===== src/rtl/core/cfa_pkg.sv =====
// cfa_pkg: shared types, character codes and helper functions for the
// can frame to ascii line encoder. No dependencies.

package cfa_pkg;

    localparam int DEF_MAX_DATA_BYTES = 64;
    localparam int LEN_W              = 7;
    localparam int ID_W               = 29;
    localparam int QUEUE_DEPTH        = 2;

    localparam logic [7:0] CH_T_STD = 8'h74;  // 't'
    localparam logic [7:0] CH_T_EXT = 8'h54;  // 'T'
    localparam logic [7:0] CH_R_STD = 8'h72;  // 'r'
    localparam logic [7:0] CH_R_EXT = 8'h52;  // 'R'
    localparam logic [7:0] CH_F_STD = 8'h66;  // 'f'
    localparam logic [7:0] CH_F_EXT = 8'h46;  // 'F'
    localparam logic [7:0] CH_U_STD = 8'h75;  // 'u'
    localparam logic [7:0] CH_U_EXT = 8'h55;  // 'U'
    localparam logic [7:0] CH_CR    = 8'h0D;
    localparam logic [7:0] CH_ZERO  = 8'h30;  // '0'
    localparam logic [7:0] CH_A     = 8'h41;  // 'A'
    localparam logic [7:0] CH_NUL   = 8'h00;

    localparam logic REQ_HEADER = 1'b0;
    localparam logic REQ_DATA   = 1'b1;

    typedef struct packed {
        logic            req_type;
        logic            is_fd;
        logic            is_remote;
        logic            is_extended;
        logic [ID_W-1:0] frame_identifier;
        logic [3:0]      length_code;
        logic [7:0]      data_byte;
    } in_item_t;

    typedef struct packed {
        logic [7:0] ascii_char;
        logic       end_of_line;
        logic       last;
        logic       frame_dropped;
    } out_item_t;

    typedef enum logic [1:0] {
        CMD_HEADER,
        CMD_DATA,
        CMD_DROP
    } cmd_kind_t;

    // one queued unit of work for the back end
    typedef struct packed {
        cmd_kind_t       kind;
        logic [7:0]      letter;
        logic            ext;
        logic [ID_W-1:0] ident;
        logic [7:0]      data;
        logic            eol;
    } cmd_t;

    function automatic logic [LEN_W-1:0] len_of(input logic [3:0] code);
        logic [LEN_W-1:0] n;
        case (code)
            4'd9:    n = 7'd12;
            4'd10:   n = 7'd16;
            4'd11:   n = 7'd20;
            4'd12:   n = 7'd24;
            4'd13:   n = 7'd32;
            4'd14:   n = 7'd48;
            4'd15:   n = 7'd64;
            default: n = {3'b000, code};
        endcase
        return n;
    endfunction

    function automatic logic [7:0] type_letter(input logic fd, input logic remote,
                                               input logic ext);
        logic [7:0] c;
        case ({fd, remote, ext})
            3'b000:  c = CH_T_STD;
            3'b001:  c = CH_T_EXT;
            3'b010:  c = CH_R_STD;
            3'b011:  c = CH_R_EXT;
            3'b100:  c = CH_F_STD;
            3'b101:  c = CH_F_EXT;
            3'b110:  c = CH_U_STD;
            default: c = CH_U_EXT;
        endcase
        return c;
    endfunction

    function automatic logic [7:0] hex_digit(input logic [3:0] nib);
        logic [7:0] c;
        if (nib < 4'd10)
            c = CH_ZERO + {4'b0000, nib};
        else
            c = CH_A + {4'b0000, nib - 4'd10};
        return c;
    endfunction

endpackage


===== src/rtl/core/cfa_front.sv =====
// cfa_front: accepts input beats, tracks the frame byte count and drop flag,
// and turns each beat into at most one command. Depends on cfa_pkg.

module cfa_front #(
    parameter int MAX_DATA_BYTES = cfa_pkg::DEF_MAX_DATA_BYTES
) (
    input  logic             clk,
    input  logic             rst_n,
    input  logic             item_valid,
    output logic             item_stall,
    input  cfa_pkg::in_item_t item,
    input  logic             q_full,
    output logic             push,
    output cfa_pkg::cmd_t    push_cmd
);

    localparam int CNT_W = $clog2(MAX_DATA_BYTES + 1);

    logic [CNT_W-1:0]         remaining_reg, remaining_next;
    logic                     discard_reg, discard_next;
    logic                     accept;
    logic [cfa_pkg::LEN_W-1:0] raw_count;
    logic [CNT_W-1:0]         count;
    logic                     id_too_big;

    assign item_stall = q_full;
    assign accept     = item_valid && !q_full;

    always_comb
    begin
        raw_count  = cfa_pkg::len_of(item.length_code);
        count      = (raw_count > cfa_pkg::LEN_W'(MAX_DATA_BYTES)) ?
                     CNT_W'(MAX_DATA_BYTES) : raw_count[CNT_W-1:0];
        id_too_big = !item.is_extended && (item.frame_identifier[cfa_pkg::ID_W-1:12] != '0);

        remaining_next = remaining_reg;
        discard_next   = discard_reg;
        push           = 1'b0;

        push_cmd.kind   = cfa_pkg::CMD_HEADER;
        push_cmd.letter = cfa_pkg::type_letter(item.is_fd, item.is_remote, item.is_extended);
        push_cmd.ext    = item.is_extended;
        push_cmd.ident  = item.frame_identifier;
        push_cmd.data   = item.data_byte;
        push_cmd.eol    = (count == '0);

        if (accept)
        begin
            if (item.req_type == cfa_pkg::REQ_HEADER)
            begin
                remaining_next = count;
                discard_next   = id_too_big;
                push           = 1'b1;
                if (id_too_big)
                    push_cmd.kind = cfa_pkg::CMD_DROP;
            end
            else if (remaining_reg != '0)
            begin
                remaining_next = remaining_reg - CNT_W'(1);
                push           = !discard_reg;
                push_cmd.kind  = cfa_pkg::CMD_DATA;
                push_cmd.eol   = (remaining_reg == CNT_W'(1));
            end
        end
    end

    always_ff @(posedge clk or negedge rst_n)
    begin
        if (!rst_n)
        begin
            remaining_reg <= '0;
            discard_reg   <= 1'b0;
        end
        else
        begin
            remaining_reg <= remaining_next;
            discard_reg   <= discard_next;
        end
    end

endmodule


===== src/rtl/core/cfa_queue.sv =====
// cfa_queue: short command queue between front and back end.
// Depends on cfa_pkg.

module cfa_queue (
    input  logic          clk,
    input  logic          rst_n,
    input  logic          push,
    input  cfa_pkg::cmd_t push_cmd,
    output logic          full,
    input  logic          pop,
    output logic          q_valid,
    output cfa_pkg::cmd_t head
);

    localparam int PTR_W = $clog2(cfa_pkg::QUEUE_DEPTH);
    localparam int CNT_W = $clog2(cfa_pkg::QUEUE_DEPTH + 1);

    cfa_pkg::cmd_t    slots_reg [cfa_pkg::QUEUE_DEPTH];
    logic [PTR_W-1:0] wr_ptr_reg, wr_ptr_next;
    logic [PTR_W-1:0] rd_ptr_reg, rd_ptr_next;
    logic [CNT_W-1:0] count_reg, count_next;
    logic             do_push, do_pop;

    assign full    = (count_reg == CNT_W'(cfa_pkg::QUEUE_DEPTH));
    assign q_valid = (count_reg != '0);
    assign head    = slots_reg[rd_ptr_reg];
    assign do_push = push && !full;
    assign do_pop  = pop && q_valid;

    function automatic logic [PTR_W-1:0] bump(input logic [PTR_W-1:0] p);
        return (p == PTR_W'(cfa_pkg::QUEUE_DEPTH - 1)) ? '0 : p + PTR_W'(1);
    endfunction

    always_comb
    begin
        wr_ptr_next = do_push ? bump(wr_ptr_reg) : wr_ptr_reg;
        rd_ptr_next = do_pop  ? bump(rd_ptr_reg) : rd_ptr_reg;
        count_next  = count_reg;
        if (do_push && !do_pop)
            count_next = count_reg + CNT_W'(1);
        else if (do_pop && !do_push)
            count_next = count_reg - CNT_W'(1);
    end

    always_ff @(posedge clk or negedge rst_n)
    begin
        if (!rst_n)
        begin
            wr_ptr_reg <= '0;
            rd_ptr_reg <= '0;
            count_reg  <= '0;
        end
        else
        begin
            wr_ptr_reg <= wr_ptr_next;
            rd_ptr_reg <= rd_ptr_next;
            count_reg  <= count_next;
        end
    end

    always_ff @(posedge clk)
    begin
        if (do_push)
            slots_reg[wr_ptr_reg] <= push_cmd;
    end

endmodule


===== src/rtl/core/cfa_back.sv =====
// cfa_back: steps through one queued command a character per cycle unless
// stalled, holding each character in the output register. Depends on cfa_pkg.

module cfa_back (
    input  logic               clk,
    input  logic               rst_n,
    input  logic               q_valid,
    input  cfa_pkg::cmd_t      head,
    output logic               pop,
    output logic               text_valid,
    input  logic               text_stall,
    output cfa_pkg::out_item_t text
);

    cfa_pkg::cmd_t      cmd_reg;
    logic               busy_reg, busy_next;
    logic [3:0]         step_reg, step_next;
    logic               out_valid_reg, out_valid_next;
    cfa_pkg::out_item_t out_reg;
    cfa_pkg::out_item_t cur;
    logic               advance, final_step, load;
    logic [3:0]         ndig;
    logic [2:0]         nib_idx;
    logic [31:0]        id32;

    assign text_valid = out_valid_reg;
    assign text       = out_reg;

    always_comb
    begin
        ndig    = cmd_reg.ext ? 4'd8 : 4'd3;
        nib_idx = 3'(ndig - step_reg);
        id32    = {3'b000, cmd_reg.ident};

        cur.ascii_char    = cfa_pkg::CH_NUL;
        cur.end_of_line   = 1'b0;
        cur.frame_dropped = 1'b0;
        final_step        = 1'b1;

        unique case (cmd_reg.kind)
            cfa_pkg::CMD_HEADER:
            begin
                if (step_reg == 4'd0)
                    cur.ascii_char = cmd_reg.letter;
                else if (step_reg <= ndig)
                    cur.ascii_char = cfa_pkg::hex_digit(id32[{nib_idx, 2'b00} +: 4]);
                else
                    cur.ascii_char = cfa_pkg::CH_CR;
                cur.end_of_line = (step_reg > ndig);
                final_step      = (step_reg == ndig + {3'b000, cmd_reg.eol});
            end
            cfa_pkg::CMD_DATA:
            begin
                if (step_reg == 4'd0)
                    cur.ascii_char = cfa_pkg::hex_digit(cmd_reg.data[7:4]);
                else if (step_reg == 4'd1)
                    cur.ascii_char = cfa_pkg::hex_digit(cmd_reg.data[3:0]);
                else
                    cur.ascii_char = cfa_pkg::CH_CR;
                cur.end_of_line = (step_reg == 4'd2);
                final_step      = (step_reg == (cmd_reg.eol ? 4'd2 : 4'd1));
            end
            cfa_pkg::CMD_DROP:
            begin
                cur.end_of_line   = 1'b1;
                cur.frame_dropped = 1'b1;
            end
            default:
            begin
                final_step = 1'b1;
            end
        endcase
        cur.last = final_step;

        advance = busy_reg && (!out_valid_reg || !text_stall);
        load    = q_valid && (!busy_reg || (advance && final_step));
        pop     = load;

        busy_next = busy_reg;
        step_next = step_reg;
        if (load)
        begin
            busy_next = 1'b1;
            step_next = 4'd0;
        end
        else if (advance)
        begin
            busy_next = !final_step;
            step_next = step_reg + 4'd1;
        end

        out_valid_next = out_valid_reg;
        if (advance)
            out_valid_next = 1'b1;
        else if (out_valid_reg && !text_stall)
            out_valid_next = 1'b0;
    end

    always_ff @(posedge clk or negedge rst_n)
    begin
        if (!rst_n)
        begin
            busy_reg      <= 1'b0;
            step_reg      <= 4'd0;
            out_valid_reg <= 1'b0;
        end
        else
        begin
            busy_reg      <= busy_next;
            step_reg      <= step_next;
            out_valid_reg <= out_valid_next;
        end
    end

    always_ff @(posedge clk)
    begin
        if (load)
            cmd_reg <= head;
        if (advance)
            out_reg <= cur;
    end

endmodule


===== src/rtl/core/can_frame_to_ascii_line.sv =====
// can_frame_to_ascii_line: top level of the can frame to ascii line encoder.
// Depends on cfa_pkg, cfa_front, cfa_queue and cfa_back.

// Each header beat becomes one text line start: a type letter and 3 or 8 hex
// digits, plus a carriage return when the frame carries no bytes; each data
// beat becomes two hex digits, plus the carriage return on the frame's last
// byte. A standard identifier above 0xfff gives a single drop beat and the
// frame's bytes are swallowed. The front end takes an input beat every cycle
// while the two-entry command queue has room; the back end emits one character
// per cycle unless the output stalls, so a data byte gives 2 or 3 characters,
// a header 4 to 10 and a dropped header 1. Sustained throughput is set by the
// character serializer in the back end.

module can_frame_to_ascii_line #(
    parameter int MAX_DATA_BYTES = cfa_pkg::DEF_MAX_DATA_BYTES
) (
    input  logic               clk,
    input  logic               rst_n,
    input  logic               item_valid,
    output logic               item_stall,
    input  cfa_pkg::in_item_t  item,
    output logic               text_valid,
    input  logic               text_stall,
    output cfa_pkg::out_item_t text
);

    logic          q_full;
    logic          push;
    cfa_pkg::cmd_t push_cmd;
    logic          pop;
    logic          q_valid;
    cfa_pkg::cmd_t head;

    cfa_front #(
        .MAX_DATA_BYTES(MAX_DATA_BYTES)
    ) u_front (
        .clk        (clk),
        .rst_n      (rst_n),
        .item_valid (item_valid),
        .item_stall (item_stall),
        .item       (item),
        .q_full     (q_full),
        .push       (push),
        .push_cmd   (push_cmd)
    );

    cfa_queue u_queue (
        .clk      (clk),
        .rst_n    (rst_n),
        .push     (push),
        .push_cmd (push_cmd),
        .full     (q_full),
        .pop      (pop),
        .q_valid  (q_valid),
        .head     (head)
    );

    cfa_back u_back (
        .clk        (clk),
        .rst_n      (rst_n),
        .q_valid    (q_valid),
        .head       (head),
        .pop        (pop),
        .text_valid (text_valid),
        .text_stall (text_stall),
        .text       (text)
    );

endmodule


===== config.mk =====
export PLATFORM = sky130hd
export DESIGN_NAME = can_frame_to_ascii_line
export DESIGN_NICKNAME = d
export VERILOG_FILES = /design/src/rtl/core/cfa_pkg.sv /design/src/rtl/core/cfa_front.sv /design/src/rtl/core/cfa_queue.sv /design/src/rtl/core/cfa_back.sv /design/src/rtl/core/can_frame_to_ascii_line.sv
export SDC_FILE = /design/constraint.sdc
export NUM_CORES = 1
export LEC_CHECK = 0
export BUFFER_PORTS_ARGS = -buffer_cell sky130_fd_sc_hd__buf_2
export CELL_PAD_IN_SITES_DETAIL_PLACEMENT = 1
export CELL_PAD_IN_SITES_GLOBAL_PLACEMENT = 1
export CORE_ASPECT_RATIO = 0.5
export CORE_MARGIN = 3
export CORE_UTILIZATION = 50
export CTS_CLUSTER_SIZE = 8
export DETAILED_ROUTE_END_ITERATION = 8
export HOLD_SLACK_MARGIN = 0.15
export PLACE_DENSITY_LB_ADDON = 0.1
export SYNTH_ARGS = -nofsm -noshare
export SYNTH_HDL_FRONTEND = slang
export SYNTH_SLANG_ARGS = --single-unit

===== constraint.sdc =====
create_clock -name clk -period 5.63 [get_ports clk]
set_clock_uncertainty 0.15 [all_clocks]
set_input_delay 1.4075 -clock clk [delete_from_list [all_inputs] [get_ports clk]]
set_output_delay 1.4075 -clock clk [all_outputs]
set_load 0.02 [all_outputs]

==> summary.md <==
| Metric | Value |
|---|---|
| Total Routing Usage GR | `slightly above 20%` |
| Max IR drop VDD | `0.299 mV` |
| CTS tree | `done` |
| Core ar. | `about 14000 um^2` |
| Ant. Diodes | `0` |
| Initial antenna violation count | `0` |
| Fraction of layout instances using a drive strength above 1 | `around 28%` |
| Worst-path fanout max | `14` |
| Routed len/inst | `20.9 um` |
| Final setup violation count | `0` |
| Min Tclk post-route | `3.92 ns` |
| Worst Min Path Start | `u_queue.count_reg[1]$_DFFE_PN0P_` |
| Async set-reset flop share out of synthesis | `10.8%` |
| Cell taking the most area after synthesis | `edfxtp_1` |
| Top post-synthesis cells by count | `edfxtp_1 (148), mux2_2 (49), nand2_1 (25)` |
| Setup crit start kind | `flip-flop` |
| Antenna Nets Post-Route | `0` |
| Initial Utilization | `52.7%` |
| GRT overflow | `0` |
| GP Congestion | `between 0.8 and 0.9` |
| Final max-slew violation count | `0` |
| Crit. End Element | `flip-flop` |
| Vias per cell | `approximately 5.6` |
| Outcome | `completed` |
| Setup_tns | `0 ns` |
| Syn_area_per_cell | `15.1 um^2` |
| Register area | `between 4000 and 5000 um^2` |
| Syn_nets | `560` |
| Number of global-route vias before repair | `4371` |
| Post-synth top area share | `60.4%` |
| Pre-antenna DRT Iters | `4` |
| Relative slew slack | `23.5%` |
| Final WL | `~16 mm` |
| Later-pin clock latency in the skew report | `roughly 0.42 ns` |
| Synth cell types | `58` |
| Die ar. | `16300 um^2` |
| Setup Buffers After CTS | `0` |
| EDFF count, synth | `between 100 and 150` |
| Worst hold path type | `flip-flop to flip-flop` |
| Max Buffers Root-to-Sink | `2` |
| Final nets | `624` |
| # DRC | `0` |
| Area delta synth->final | `14.7%` |
| Fmax | `~260 MHz` |
| RSZ-0062 raised after global routing | `false` |
| Synth Register Bits | `166` |
| Largest net degree at the start of global routing | `51` |
| Synth Instances | `487` |
| Clk slew on worst S/H paths | `around 0.070 ns` |
| Htree depth | `4` |
| Vias | `4250` |
| Top-count cell post-synth | `edfxtp_1` |
| Clk pwr share | `20.8%` |
| Die width | `178 um` |
| Drt initial violations | `303` |
| Multi-input gate area | `2300 um^2` |
| Logic pwr share | `41.0%` |
| Mapped Area | `7360 um^2` |
| R2r startpoint | `u_back.step_reg[0]$_DFFE_PN0P_` |
| Switching Power | `2.16 mW` |
| Hpwl dp | `10.6 mm` |
| Crit path arrival time | `between 3 and 4 ns` |
| Crit path required time | `5.63 ns` |
| Max cap viols | `0` |
| Synth Flop Type | `edfxtp_1` |
| Final worst-path cycle share | `a little over two thirds` |
| FF-to-FF End | `u_back.text[5]$_DFFE_PP_` |
| Num rows | `30` |
| Crit Path Class | `flip-flop to flip-flop` |
| Internal Power | `3.53 mW` |
| Sequential Power Share | `38.2%` |
| Worst R2R Path Depth | `9` |
| R2r setup slk | `1.71 ns` |
| Leakage | `3.14 nW` |
| Sequential share of the synthesized area | `66.5%` |
| I/O pin count | `62` |
| Inserted Clock Buffers | `17` |
| Final hold viol count | `0` |
| Net Sw Frac | `38.0%` |
| First-pass GRT wire length | `24.9 mm` |
| CTS Root Cell | `clkbuf_16` |
| Synth top area cells | `edfxtp_1 (60%), mux2_2 (7.5%), dfrtp_1 (6.1%)` |
| Post-CTS sizing | `0` |
| Hold_buf cts | `0` |
| Clock sink count | `166` |
| Max reg flops | `92` |
| Layout Cells excl Fill | `756` |
| Hold Crit Endpoint | `u_queue.count_reg[1]$_DFFE_PN0P_` |
| Pin slew with the least headroom to its limit | `1.15 ns` |
| Fillcell total | `1348` |
| Height of the chip | `91.8 um` |
| Hold Crit Depth | `1` |
| IO buf count | `60` |
| Final Cell Area | `8450 um^2` |
| Synthesis Warnings | `0` |
| Dpl cells | `just over 700` |
| Ratio of total power to cell area | `a little under 700 nW/um^2` |
| Placed cell area | `7840 um^2` |
## how the worst max path moves through the flow
stage,start,endpoint,slack [ns],cells past startpoint
6_report,u_back.step_reg[0]$_DFFE_PN0P_,u_back.text[5]$_DFFE_PP_,1.71,9
5_1_grt,u_back.step_reg[0]$_DFFE_PN0P_,u_back.text[5]$_DFFE_PP_,1.49,9
4_1_cts,u_back.step_reg[0]$_DFFE_PN0P_,u_back.text[5]$_DFFE_PP_,1.70,9
3_5_place_dp,item_valid,u_queue.slots_reg[1][28]$_DFFE_PP_,1.71,6
3_3_place_gp,item[44],u_queue.slots_reg[1][20]$_DFFE_PP_,1.81,5
2_1_floorplan,item_valid,u_queue.slots_reg[0][0]$_DFFE_PP_,0.97,4
## power groups by stage
stage	sequential (mW)	clock (mW)	combinational [mW]
floorplan	2.14	0	1.75
global placement	2.18	0	2.24
detailed placement	2.20	0	2.30
CTS	2.18	1.20	2.34
global route	2.22	1.26	2.61
finish	2.18	1.18	2.33
## critical path: stages, from the launching register on
cell	delay [ns]
dfrtp_1	0.50
ha_1	0.27
fa_1	0.96
mux2i_1	0.22
mux4_2	0.62
ha_1	0.36
xor2_1	0.17
a22oi_1	0.11
o221ai_1	0.18
o21ai_1	0.10
## layout by cell type (no fill, tap or decap), types with 12 or more instances in the layout
master / n
nor2_1: 14
dfrtp_1: 17
buf_2: 60
clkbuf_16: 17
nand2_1: 25
ha_1: 23
a21oi_1: 19
xor2_1: 12
mux2_2: 49
edfxtp_1: 148
inv_1: 21
## layer usage
layer,up-vias,share of wire [%],GRT usage (%)
met4,0,1.7,7.70
met2,124,44,30.5
li1,1985,-,-
met1,2115,49,30.1
met3,26,4.9,4.22
met5,-,0,0
## final cells by class
class / count / area share (%)
tap: 192 / 2.84
clock inverter: 15 / 2.15
inverter: 21 / 0.933
timing repair buffer: 63 / 3.82
sequential: 166 / 58.0
multi-input combinational: 282 / 27.3
clock buffer: 17 / 5.04
## stage by stage
stage | worst slack (ns) | power (mW) | utilization, % | hold slack [ns]
floorplan | 0.972 | 3.89 | - | 0.300
global placement | 1.81 | 4.42 | 56.2 | 0.317
detailed placement | 1.71 | 4.50 | 56.2 | 0.340
CTS | 1.70 | 5.73 | 60.5 | 0.357
global route | 1.49 | 6.09 | 60.5 | 0.378
finish | 1.71 | 5.69 | 60.5 | 0.350
## cells by family after synthesis
logic type / Yosys count / synth area share [%]
xor gates and xnor gates: 20 / 2.48
adders and majority gates: 24 / 4.18
and+or+nand+nor: 99 / 7.22
DFF: 166 / 66.5
muxes: 64 / 10.6
other: 1 / 0.0509
buffers and inverters: 39 / 2.38
AOI/OAI and AO/OA: 74 / 6.66
(Power assumes the default switching activity.)
